File: src/design/bdh_pkg.sv
// ----------------------------------------------------------------------------
// bdh_pkg
// shared types and constants of the button debounce and hold event core
// ----------------------------------------------------------------------------
`default_nettype none

package bdh_pkg;

   localparam int unsigned TIME_WIDTH      = 32;
   localparam int unsigned CFG_WIDTH       = 16;
   localparam int unsigned CSR_INDEX_WIDTH = 4;
   localparam int unsigned MASK_WIDTH      = 3;

   // register indexes
   localparam logic [CSR_INDEX_WIDTH-1:0] CSR_DEBOUNCE_TIME = 4'd0;
   localparam logic [CSR_INDEX_WIDTH-1:0] CSR_HOLD_TIME     = 4'd1;

   // register reset values
   localparam logic [CFG_WIDTH-1:0] DEBOUNCE_TIME_RESET = 16'd50;
   localparam logic [CFG_WIDTH-1:0] HOLD_TIME_RESET     = 16'd500;

   // consume mask bits
   localparam int unsigned CONSUME_PRESS   = 0;
   localparam int unsigned CONSUME_HOLD    = 1;
   localparam int unsigned CONSUME_RELEASE = 2;

   typedef struct packed {
      logic [TIME_WIDTH-1:0] now_ms;
      logic                  pin_level;
      logic [MASK_WIDTH-1:0] consume_mask;
   } req_type;

   typedef struct packed {
      logic pressed;
      logic held;
      logic press_event;
      logic hold_event;
      logic release_event;
   } rsp_type;

   typedef struct packed {
      logic hold_event;
      logic held;
      logic release_event;
      logic press_event;
      logic was_pressed;
      logic pressed;
   } status_type;

   typedef struct packed {
      logic [CFG_WIDTH-1:0] settle_ms;
      logic [CFG_WIDTH-1:0] hold_time;
   } cfg_type;

endpackage

`default_nettype wire

File: src/design/button_debounce_hold_events_core.sv
// ----------------------------------------------------------------------------
// button_debounce_hold_events_core
// path: a req beat passes the input register, then the result register, to rsp
// throughput: one beat per cycle while rsp_stall does not hold a full result register
// reset: synchronous, clears status, change stamp and valid flags;
//        the debounce window returns to 50 ms and hold_time to 500 ms
// ----------------------------------------------------------------------------
`default_nettype none

module button_debounce_hold_events_core (
   input  wire                                  clock,
   input  wire                                  reset,
   // input beats
   input  wire                                  req_valid,
   output logic                                 req_stall,
   input  bdh_pkg::req_type                     req_data,
   // result beats
   output logic                                 rsp_valid,
   input  wire                                  rsp_stall,
   output bdh_pkg::rsp_type                     rsp_data,
   // register writes
   input  wire                                  csr_valid,
   output logic                                 csr_ready,
   input  wire  [bdh_pkg::CSR_INDEX_WIDTH-1:0]  csr_index,
   input  wire  [bdh_pkg::CFG_WIDTH-1:0]        csr_data
);
   import bdh_pkg::*;

   // input register
   logic                  in_valid_ff;
   logic                  in_valid_in;
   req_type               in_data_ff;

   // result register
   logic                  rsp_valid_ff;
   logic                  rsp_valid_in;
   rsp_type               rsp_data_ff;

   // button state carried between beats
   status_type            status_ff;
   logic [TIME_WIDTH-1:0] last_change_ff;

   cfg_type               cfg;
   status_type            status_next;
   logic                  change_load;
   rsp_type               rsp_next;
   logic                  req_accept;
   logic                  advance;

   // config writes are always taken
   assign csr_ready = 1'b1;

   bdh_csr u_csr (
      .clock     (clock),
      .reset     (reset),
      .csr_write (csr_valid & csr_ready),
      .csr_index (csr_index),
      .csr_data  (csr_data),
      .cfg       (cfg)
   );

   // status update works on the beat held in the input register
   bdh_update u_update (
      .req         (in_data_ff),
      .cfg         (cfg),
      .status      (status_ff),
      .last_change (last_change_ff),
      .status_next (status_next),
      .change_load (change_load),
      .rsp         (rsp_next)
   );

   // a beat moves on when the result register is free or being emptied
   assign advance    = in_valid_ff & (~rsp_valid_ff | ~rsp_stall);
   assign req_stall  = in_valid_ff & ~advance;
   assign req_accept = req_valid & ~req_stall;

   assign in_valid_in  = req_accept | (in_valid_ff & ~advance);
   assign rsp_valid_in = advance | (rsp_valid_ff & rsp_stall);

   always_ff @(posedge clock) begin
      if (reset) begin
         in_valid_ff    <= 1'b0;
         rsp_valid_ff   <= 1'b0;
         status_ff      <= '0;
         last_change_ff <= '0;
      end else begin
         in_valid_ff  <= in_valid_in;
         rsp_valid_ff <= rsp_valid_in;
         // state commits only as the beat moves to the result register
         if (advance) begin
            status_ff <= status_next;
            if (change_load) begin
               last_change_ff <= in_data_ff.now_ms;
            end
         end
      end
   end

   // payload registers, no reset
   always_ff @(posedge clock) begin
      if (req_accept) begin
         in_data_ff <= req_data;
      end
      if (advance) begin
         rsp_data_ff <= rsp_next;
      end
   end

   assign rsp_valid = rsp_valid_ff;
   assign rsp_data  = rsp_data_ff;

endmodule

`default_nettype wire

File: src/design/bdh_csr.sv
// ----------------------------------------------------------------------------
// bdh_csr
// debounce and hold time registers with index decode
// ----------------------------------------------------------------------------
`default_nettype none

module bdh_csr (
   input  wire                                   clock,
   input  wire                                   reset,
   input  wire                                   csr_write,
   input  wire  [bdh_pkg::CSR_INDEX_WIDTH-1:0]   csr_index,
   input  wire  [bdh_pkg::CFG_WIDTH-1:0]         csr_data,
   output bdh_pkg::cfg_type                      cfg
);
   import bdh_pkg::*;

   cfg_type cfg_ff;
   cfg_type cfg_in;

   always_comb begin
      cfg_in = cfg_ff;
      if (csr_write) begin
         // unknown indexes are dropped
         unique case (csr_index)
            CSR_DEBOUNCE_TIME: cfg_in.settle_ms = csr_data;
            CSR_HOLD_TIME:     cfg_in.hold_time = csr_data;
            default:           cfg_in           = cfg_ff;
         endcase
      end
   end

   always_ff @(posedge clock) begin
      if (reset) begin
         cfg_ff.settle_ms <= DEBOUNCE_TIME_RESET;
         cfg_ff.hold_time <= HOLD_TIME_RESET;
      end else begin
         cfg_ff <= cfg_in;
      end
   end

   assign cfg = cfg_ff;

endmodule

`default_nettype wire

File: src/design/bdh_update.sv
// ----------------------------------------------------------------------------
// bdh_update
// one-beat debounce, edge and hold update of the button status
// ----------------------------------------------------------------------------
`default_nettype none

module bdh_update (
   input  bdh_pkg::req_type                  req,
   input  bdh_pkg::cfg_type                  cfg,
   input  bdh_pkg::status_type               status,
   input  wire  [bdh_pkg::TIME_WIDTH-1:0]    last_change,
   output bdh_pkg::status_type               status_next,
   output logic                              change_load,
   output bdh_pkg::rsp_type                  rsp
);
   import bdh_pkg::*;

   logic [TIME_WIDTH-1:0] elapsed;
   logic                  settled;
   logic                  hold_reached;
   logic                  new_press;
   status_type            s;

   assign elapsed = req.now_ms - last_change;
   assign settled = elapsed > {{(TIME_WIDTH-CFG_WIDTH){1'b0}}, cfg.settle_ms};

   always_comb begin
      s           = status;
      change_load = 1'b0;
      new_press   = 1'b0;
      if (settled) begin
         s.pressed = ~req.pin_level;
      end
      priority if (s.was_pressed && !s.pressed) begin
         // release wipes everything but the release event
         s               = '0;
         s.release_event = 1'b1;
         change_load     = 1'b1;
      end else if (!s.was_pressed && s.pressed) begin
         s             = '0;
         s.pressed     = 1'b1;
         s.was_pressed = 1'b1;
         s.press_event = 1'b1;
         change_load   = 1'b1;
         new_press     = 1'b1;
      end else begin
         s = s;
      end
      // on a fresh press the elapsed time is zero
      hold_reached = new_press ? (cfg.hold_time == '0)
                               : (elapsed >= {{(TIME_WIDTH-CFG_WIDTH){1'b0}}, cfg.hold_time});
      if (s.pressed && !s.held && hold_reached) begin
         s.held       = 1'b1;
         s.hold_event = 1'b1;
      end
   end

   assign rsp.pressed       = s.pressed;
   assign rsp.held          = s.held;
   assign rsp.press_event   = s.press_event;
   assign rsp.hold_event    = s.hold_event;
   assign rsp.release_event = s.release_event;

   always_comb begin
      status_next = s;
      if (req.consume_mask[CONSUME_PRESS])   status_next.press_event   = 1'b0;
      if (req.consume_mask[CONSUME_HOLD])    status_next.hold_event    = 1'b0;
      if (req.consume_mask[CONSUME_RELEASE]) status_next.release_event = 1'b0;
   end

endmodule

`default_nettype wire

File: config.mk
export PLATFORM = sky130hd
export DESIGN_NAME = button_debounce_hold_events_core
export DESIGN_NICKNAME = d
export VERILOG_FILES = /design/src/design/bdh_pkg.sv /design/src/design/button_debounce_hold_events_core.sv /design/src/design/bdh_csr.sv /design/src/design/bdh_update.sv
export SDC_FILE = /design/constraint.sdc
export NUM_CORES = 1
export LEC_CHECK = 0
export BUFFER_PORTS_ARGS = -buffer_cell sky130_fd_sc_hd__buf_2
export CAP_MARGIN = 5
export CORE_UTILIZATION = 44
export CTS_CLUSTER_DIAMETER = 80
export DETAILED_ROUTE_END_ITERATION = 10
export GPL_TIMING_DRIVEN = 0
export PLACE_DENSITY = 0.58
export SKIP_LAST_GASP = 1
export SLEW_MARGIN = 20
export SYNTH_ARGS = -nofsm -noshare
export SYNTH_HDL_FRONTEND = slang
export SYNTH_HIERARCHICAL = 1
export SYNTH_SLANG_ARGS = --single-unit
File: constraint.sdc
create_clock -name clock -period 6.35 [get_ports clock]
set_clock_uncertainty 0.05 [all_clocks]
set_input_delay 0.9525 -clock clock [delete_from_list [all_inputs] [get_ports clock]]
set_output_delay 0.9525 -clock clock [all_outputs]
set_load 0.01 [all_outputs]
After elaboration in Yosys (flattened, before gate mapping) --
Index checks and enable logic that the tools add are counted.
Storage, ports and cells: output and inout bits 8, input port bits 61, register bits 113
Cells by class: equality and inequality tests 1, order comparisons 2, multiplexer cells 11, $add $sub $neg 1, reduce and logical (&&, ||, !) cells 14, bitwise logic cells 12
Operator list (number):
- greater-or-equal comparator 32 x 16 -> 1 bit | 1
- greater-than comparator 32 x 16 -> 1 bit | 1
- subtractor 32 bit | 1
- zero test 16 bit | 1
- 2-to-1 mux 6 bit | 2
- 2-to-1 mux 1 bit | 8
- AND reduction 2 bit | 4
- NOT 1 bit | 5
- bitwise AND 1 bit | 4
- equality test 4 x 1 -> 1 bit, second input constant | 1
- logical AND 1 bit | 4
- zero test 4 bit | 1
- zero test 1 bit | 3
- bitwise OR 1 bit | 3
- 2-to-1 mux 2 bit | 1
- nonzero test 2 bit | 1

Logic depth before layout (Yosys ltp) --
Gate-level depths: netlist of run 1.
word-level depth 11, mapped depth 31

By module --
Netlist of run 1, hierarchy kept.
By module, submodules not included:
- button_debounce_hold_events_core | instances 1, area an instance 3090.5 sq um, cells an instance 218, seq. area each 2031.9 sq um
- bdh_update | instances 1, area an instance 3075.4 sq um, cells an instance 460, seq. area each 0.0 sq um
- bdh_csr | instances 1, area an instance 1356.3 sq um, cells an instance 127, seq. area each 640.6 sq um

Least setup slack after synthesis of run 1 --
No wires, ideal clock.
kind reg-to-reg, start point reg in_data_ff[4] (netlist bit), end point reg status_ff[4] (netlist bit), clock period less this slack 5.198 ns, stages on the path, launching flop included 29, buffers on the path 1, required time 6.174 ns, data arrival time 5.022 ns, setup time 0.126 ns, path slack 1.152 ns, path through edfxtp_1 > inv_1 > ha_1 > fa_1 > nand2b_1 > a21oi_1 > nor2_1 > o21ai_0 > nand3_1 > a21oi_1 > nor2_1 > xnor2_1 > ha_1 > nand2_1 > or3_1 > nor2_1 > a2bb2oi_1 > or4_4 > nand2_1 > inv_1 > ha_1 > a2111oi_0 > o31ai_1 > o31ai_1 > or2_2 > o21ai_1 > buf_4 > mux2i_1 > nor2_1
RTL lines:
- start, declared | line button_debounce_hold_events_core.sv:32 | req_type in_data_ff;
- start signal, assigned | line button_debounce_hold_events_core.sv:103 | in_data_ff <= req_data;
- end signal, assigned | line button_debounce_hold_events_core.sv:92 | status_ff <= status_next;
- end, declared | line button_debounce_hold_events_core.sv:40 | status_type status_ff;

==> reports/results.env, run 1 <==
DETAIL-ROUTE-ANTENNA-NETS=0
TRACK_USAGE_PCT=22.3
SETUP_SLACK_NS=0.347
PLACED_CELLS_INCL_TAPS=1091
GRT_START_MAX_NET_PINS=24
CTS_TREE='built'
POSTSYNTHCELLCOUNT=805
PORT_BUFFERS=65
FINAL_NET_COUNT=1019
YOSYS_WARNINGS=6
WORST-PATH-MAX-FANOUT=4
REG2REG_DEPTH=28
FINAL_LAYOUT_SIZE_SUFFIX_GT1_SHARE_PCT=19.6
DOMINANTREGCELLSYNTH='sky130_fd_sc_hd__dfxtp_1'
MAPPEDNETLISTAREA_UM2=7520
INSERTION_DELAY_NS=0.42
CTS_HOLD_BUFFERS=0
CP-START-KIND='flop'
TIMING.FINAL.CRIT_PERIOD_NS=6.00
VIA_COUNT_OF_THE_FIRST_GLOBAL_ROUTING_PASS=6010
NUM_IO_PINS=69
POWER_LEAKAGE_nW=3.51
GLOBAL_ROUTE_OVERFLOW=0
ROWS=47
POWER-PER-CELL-AREA_nW_PER_UM2=250
DIE_AREA_UM2=17600
TIMING.CRITICAL_PATH.ARRIVAL_NS=6.24
ASYNC_FLOP_SHARE_PCT=0
PLACED_CELL_AREA_UM2=8160
CP_DATA_REQUIRED_TIME_NS=6.59
HOLD_PATH_STARTPOINT='last_change_ff[30]'
R2R-END='status_ff[4]'
RUN_STATUS='complete, no violations'
CLOCK.FMAX_MHz=167
CLOCK-ROOT-BUFFER='sky130_fd_sc_hd__clkbuf_16'
DETAIL_ROUTE.FIRST_PASS.ITERATIONS=4
CORE_UM2=16600
WORST_R2R_STARTPOINT='in_data_ff[4]'
DR_TOTAL_VIAS=6040
YS_FF_LATCH=113
SLEW_HEADROOM_PCT=64.1
CRIT_PATH_FREQUENT_CELL='sky130_fd_sc_hd__nor2_1'
TIMING.CRITICAL_PATH.TO_TYPE='flop'
REPORT.POWER.TOTAL_W=0.00219
CTS.HTREE.LEVELS=4
CTS_BUFFER_DEPTH=2
CTS.CLK_SLEW.WORST_PATHS_NS=0.06
DRT-VIAS-PER-INSTANCE=5.38
INSERTEDDIODECOUNT=0
HOLDCRITPATHCLASS='reg -> reg'
GRT_FIRST_PASS_WIRELENGTH_UM=30700
WORST-SETUP-PATH-TYPE='reg -> reg'
DESIGN_AREA_UM2=8760
MAXCAPVIOLCOUNT=0
ANTENNA_VIOLATIONS_BEFORE_REPAIR=1
DIEWIDTH_UM=133
HOLDPATHEND='last_change_ff[30]'
DETAIL_ROUTE.ITER0.VIOLATIONS=304
FP.DIEH_UM=133
SYNTH.AVG_CELL_AREA_UM2=9.34
CRITPATHMAXSTAGEDELAY_NS=0.50
SYNTH-EDFF-COUNT=41
MAPPEDNETLISTNETS=934
REG2REG_SLACK_NS=0.35
CTS_SETUP_BUFFERS=0
WHS_PATH_DEPTH=2
HOLD_VIO_CNT_FINAL=0
PLACE_WORST_SETUP_SLACK_NS=0.130
AVGROUTEDWIREPERCELL_UM=16.6
MAX_SLEW_VIOLATION_COUNT=0
ROUTED_WIRELENGTH_UM=18600
GP_CONGESTION=0.915
IRDROPWORSTVDD_mV=0.202
DRC_ERRORS=0
PART_OF_THE_CYCLE_THE_WORST_PATH_NEEDS_PCT=94.5
SYN_TO_FINAL_GROWTH_PCT=16.5
STDCELL_COUNT=1122
FINAL_NUMBER_OF_SETUP_VIOLATING_ENDPOINTS=0
TIMING_WORST_SLEW_PIN_VALUE_NS=0.538
DP_HPWL_UM=14400
YS_TYPES=71
SYNTH_SEQUENTIAL_AREA_RATIO_PCT=35.5
NUMCTSBUFFERS=17
TIMING.CRITICAL_PATH.SLOWEST_STAGE_CELL='sky130_fd_sc_hd__or4_4'
NUMCLOCKSINKS=113
STARTING_DENSITY_OF_THE_CORE_PCT=45.2
## worst max-delay path: cells and delay by family, from the launching register on
family	cells	cell delay (ns)
AOI/OAI and AO/OA	8	1.66
xor gates and xnor gates	1	0.18
adders and majority gates	4	1.15
buffers and inverters	3	0.28
DFF	1	0.34
muxes	1	0.13
and+or+nand+nor	11	2.07
## repair_timing
item / 4_1_cts / 5_1_grt
endpoints found under the hold margin: 0 / 0
resized for setup: 0 / 7
endpoints found under the setup margin: 0 / 4
## power breakdown
group	switching (W)	leakage (nW)	internal (W)
Clock	0.000357	0.272	0.000584
Combinational	0.000262	2.26	0.000185
Sequential	0.0000174	0.983	0.000783
## placed cells by master (no fill, tap or decap), drive strengths merged, types with 3 or more instances in the layout
cell type / netlist / final
a211o: 5 / 5
dfxtp: 72 / 72
nand4: 14 / 14
buf: 22 / 88
mux2i: 36 / 36
clkinv: 0 / 6
nor2: 51 / 51
nand4b: 33 / 33
edfxtp: 41 / 41
nor2b: 8 / 8
a21o: 18 / 18
nand3: 10 / 10
o21ai: 58 / 58
nor4: 7 / 7
xor2: 9 / 9
ha: 67 / 67
a211oi: 7 / 7
or3: 4 / 4
o2111ai: 5 / 5
o21a: 6 / 6
a31oi: 5 / 5
clkinvlp: 0 / 4
and2: 3 / 3
nor3: 4 / 4
nand2: 35 / 35
and3: 4 / 4
o211ai: 7 / 7
o31ai: 3 / 3
inv: 73 / 74
nand2b: 75 / 75
a21boi: 7 / 7
clkbuf: 23 / 41
xnor2: 15 / 15
a21oi: 51 / 51
## cell type report
type | instances | area (um2)
clock buffer | 18 | 439
timing repair buffer | 66 | 353
tap | 220 | 275
inverter | 73 | 274
clock inverter | 13 | 139
multi-input combinational | 574 | 4310
sequential | 113 | 2670
fill | 1537 | 7880
buffer | 45 | 298
## synthesized netlist by cell type, types with 15 or more instances
cell type                  number  share of area (%)
sky130_fd_sc_hd__mux2i_1       36                4.8
sky130_fd_sc_hd__edfxtp_1      41                 16
sky130_fd_sc_hd__clkbuf_1      21                1.0
sky130_fd_sc_hd__inv_1         73                3.6
sky130_fd_sc_hd__nand4b_1      33                3.8
sky130_fd_sc_hd__o21ai_0       20                1.3
sky130_fd_sc_hd__a21o_1        18                1.8
sky130_fd_sc_hd__ha_1          67                 11
sky130_fd_sc_hd__dfxtp_1       72                 19
sky130_fd_sc_hd__nand2b_1      75                6.2
sky130_fd_sc_hd__a21oi_1       43                2.9
sky130_fd_sc_hd__nand2_1       34                1.7
sky130_fd_sc_hd__xnor2_1       15                1.7
sky130_fd_sc_hd__nor2_1        51                2.5
sky130_fd_sc_hd__o21ai_2       30                3.5
## state kept, by name, indices dropped and copies added, names as in the netlist
signal	count
in_data_ff	36
rsp_data	5
last_change_ff	32
rsp_valid	1
status_ff	6
u_csr/cfg	32
in_valid_ff	1
## how the worst max path moves through the flow
stage / startpoint / end / slack (ns)
global placement: in_data_ff[4] / status_ff[4] / 0.17
detailed placement: in_data_ff[4] / status_ff[4] / 0.13
finish: in_data_ff[4] / status_ff[4] / 0.35
CTS: in_data_ff[4] / status_ff[4] / 0.04
global route: in_data_ff[4] / status_ff[4] / -0.02
floorplan: in_data_ff[4] / status_ff[4] / 1.15
## metrics by stage
step	setup TNS, ns	util, %	hold slack, ns
after floorplan	0	-	0.392
after global placement	0	48.8	0.407
after detailed placement	0	49.0	0.414
after CTS	0	52.5	0.425
after global routing	-0.0249	52.7	0.435
final	0	52.7	0.422
## kinds of logic after synthesis
kind of cell	count (synthesis)	synth area share, %
simple gates	258	20.2
fa+ha+maj	68	11.4
other cells	1	0.0499
compound gates	187	17.6
mux	36	4.79
buf+inv	118	7.60
flops	113	35.5
xor+xnor	24	2.79
## metal layers
metal	GRT usage [%]	part of all wire (%)
met4	8.88	2.4
met3	3.72	4.5
met1	30.7	49
met5	0	0.048
met2	34.7	44
Note: power is estimated with default switching activity, not from simulation.
==> run 2, diff against run 1 <==
- CORE_MARGIN: not set -> 3
- PLACE_DENSITY: 0.58 -> 0.6
- clock period: 6.35 -> 5.5 ns (I/O delays scaled with it)
==> run 2 against run 1 <==
Compared with the run above:
- via count increased by 1.6%
- worst setup slack worse by 0.21 ns
- first-iteration DRC count grew 10%
- highest routed layer is now met4
==> reports/results.env, run 2 (same netlist as run 1, synthesis figures left out) <==
WORST-SETUP-PATH-TYPE='reg -> reg'
LAYOUT_COMMONEST_CELL='sky130_fd_sc_hd__buf_2'
HOLDCRITPATHCLASS='reg -> reg'
CTS_TREE='built'
CP_DATA_REQUIRED_TIME_NS=5.62
MAX_SLEW_VIOLATION_COUNT=0
TIMING.CRITICAL_PATH.TO_TYPE='flop'
ROWS=47
CRITPATHMAXSTAGEDELAY_NS=0.40
AVGROUTEDWIREPERCELL_UM=16.8
FINAL_LAYOUT_SIZE_SUFFIX_GT1_SHARE_PCT=24.5
MAX_FFS_PER_REGISTER=36
NETSW_W=0.000780
GP_CONGESTION=0.930
NUM_IO_PINS=69
TOP_REGISTER='in_data_ff'
SLEW_HEADROOM_PCT=63.7
ANTENNA_VIOLATIONS_BEFORE_REPAIR=0
WORST_PATH_DOMINANT_CELL_FAMILY='compound AO/OA/AOI/OAI gates'
GRT_START_MAX_NET_PINS=24
GROUTE.LAYER.MET1.USAGE_PCT=27.4
DP_HPWL_UM=14400
DIEWIDTH_UM=137
DR_TOTAL_VIAS=6138
POWER.SHARE.COMBINATIONAL_PCT=22.4
CELL_INTERNAL_PWR_W=0.00181
TIMING.FINAL.CRIT_PERIOD_NS=5.36
INSERTEDDIODECOUNT=0
SW_FRAC_OF_TOTAL_PCT=30.1
ROUTED_WIRELENGTH_UM=19100
MULTIINPUTGATEAREA_UM2=4570
FP.DIEH_UM=137
DETAIL_ROUTE.ITER0.VIOLATIONS=335
POST-ROUTE-UTIL_PCT=54.7
PROPORTION_OF_POWER_DRAWN_BY_THE_CLOCK_NETWORK_PCT=41.8
MOST_USED_CELLS_IN_THE_LAYOUT_EXCLUDING_FILL_AND_TAP_CELLS='sky130_fd_sc_hd__buf_2 (76), sky130_fd_sc_hd__nand2b_1 (74), sky130_fd_sc_hd__dfxtp_1 (72), sky130_fd_sc_hd__inv_1 (72), sky130_fd_sc_hd__ha_1 (59)'
INSERTION_DELAY_NS=0.42
VIA_COUNT_OF_THE_FIRST_GLOBAL_ROUTING_PASS=6178
DRT-VIAS-PER-INSTANCE=5.41
NUMCTSBUFFERS=17
GRT_FIRST_PASS_WIRELENGTH_UM=30500
PART_OF_THE_CYCLE_THE_WORST_PATH_NEEDS_PCT=97.4
CTS.HTREE.LEVELS=4
TIMING.CRITICAL_PATH.ARRIVAL_NS=5.48
CRITICAL_PATH.N_BUFFERS_INVERTERS=5
DRC_ERRORS=0
TIMING_WORST_SLEW_PIN_VALUE_NS=0.544
CLOCK.FMAX_MHz=187
CTS_HOLD_BUFFERS=0
IRDROPWORSTVDD_mV=0.292
TIMING.CRITICAL_PATH.SLOWEST_STAGE_CELL='sky130_fd_sc_hd__fa_2'
GLOBAL_ROUTE_OVERFLOW=0
POWER_LEAKAGE_nW=3.60
PORT_BUFFERS=65
FINAL-SEQ-AREA_UM2=2670
CTS_BUFFER_DEPTH=2
CTS.CLK_SLEW.WORST_PATHS_NS=0.06
PLACED_CELLS_INCL_TAPS=1091
HOLD_VIO_CNT_FINAL=0
CORE_UM2=16600
STDCELL_COUNT=1134
RUN_STATUS='complete, no violations'
FINAL_NUMBER_OF_SETUP_VIOLATING_ENDPOINTS=0
SYN_TO_FINAL_GROWTH_PCT=21.1
POWER-PER-CELL-AREA_nW_PER_UM2=284
DETAIL-ROUTE-ANTENNA-NETS=0
FINAL_NET_COUNT=1030
CLOCK-ROOT-BUFFER='sky130_fd_sc_hd__clkbuf_16'
NUMCLOCKSINKS=113
TRACK_USAGE_PCT=20.9
GLOBAL_ROUTE.USAGE.MET2_PCT=33.5
WORST-PATH-MAX-FANOUT=3
DIE_AREA_UM2=18700
STARTING_DENSITY_OF_THE_CORE_PCT=45.2
GR-USAGE-MET3_PCT=5.77
POWER_FRAC_SEQ_PCT=35.7
DETAIL_ROUTE.FIRST_PASS.ITERATIONS=5
CP-START-KIND='flop'
BUSIEST_LAYER='met2'
NFILLCELLS=1509
MAXCAPVIOLCOUNT=0
run 2: tightest hold or removal path: stages (launching register included):
cell,delay (ns)
sky130_fd_sc_hd__dfxtp_1,0.31
sky130_fd_sc_hd__nand2b_1,0.06
sky130_fd_sc_hd__o21ai_1,0.05
run 2: final cells by class:
| cell class | count | area share (%) |
|---|---|---|
| plain buffers | 43 | 3.13 |
| multi-input cells | 574 | 50.1 |
| repair buffers | 79 | 4.95 |
| well taps | 220 | 3.02 |
| clock inverters | 12 | 1.36 |
| clock buffers | 20 | 5.02 |
| flip-flops and latches | 113 | 29.3 |
| inverters | 73 | 3.04 |
run 2: timing repair:
action                     in CTS  in global routing
setup endpoints to repair      14                  5
resized for setup              23                 38
pin swaps                       7                 20
setup buffers                   4                  9
run 2: power groups by stage:
| stage | clock, W | combinational (W) | sequential, W |
|---|---|---|---|
| final | 0.00108 | 0.000580 | 0.000925 |
| after global routing | 0.00114 | 0.000640 | 0.000929 |
| after CTS | 0.00110 | 0.000531 | 0.000924 |
| after detailed placement | 0 | 0.000500 | 0.000942 |
| after global placement | 0 | 0.000486 | 0.000941 |
| after floorplan | 0 | 0.000364 | 0.000936 |
run 2: through the flow:
| stage | total power, W | setup WS [ns] | setup TNS [ns] | instance area, um2 | hold slack, ns |
|---|---|---|---|---|---|
| final | 0.00259 | 0.140 | 0 | 9110 | 0.417 |
| after global routing | 0.00271 | -0.0464 | -0.107 | 9110 | 0.440 |
| after CTS | 0.00256 | 0.00222 | 0 | 8880 | 0.419 |
| after detailed placement | 0.00144 | -0.764 | -3.53 | 8160 | 0.409 |
| after global placement | 0.00143 | -0.620 | -1.96 | 8120 | 0.407 |
| after floorplan | 0.00130 | 0.302 | 0 | 7520 | 0.392 |
run 2: routing by layer:
metal  share of wire, %  vias up
met5                  0        -
met3                5.2       24
li1                   -     3061
met1                 48     2886
met4                1.8        0
met2                 45      167
run 2: path summary, 6_finish.rpt:
| kind | startpoint | end | slack [ns] | cells after the start |
|---|---|---|---|---|
| worst min-delay path | last_change_ff[19] | last_change_ff[19] | 0.42 | 2 |
| worst max register to register | in_data_ff[4] | rsp_data[1] | 0.14 | 28 |
| worst max-delay path | in_data_ff[4] | rsp_data[1] | 0.14 | 28 |
| worst min register to register | last_change_ff[19] | last_change_ff[19] | 0.42 | 2 |
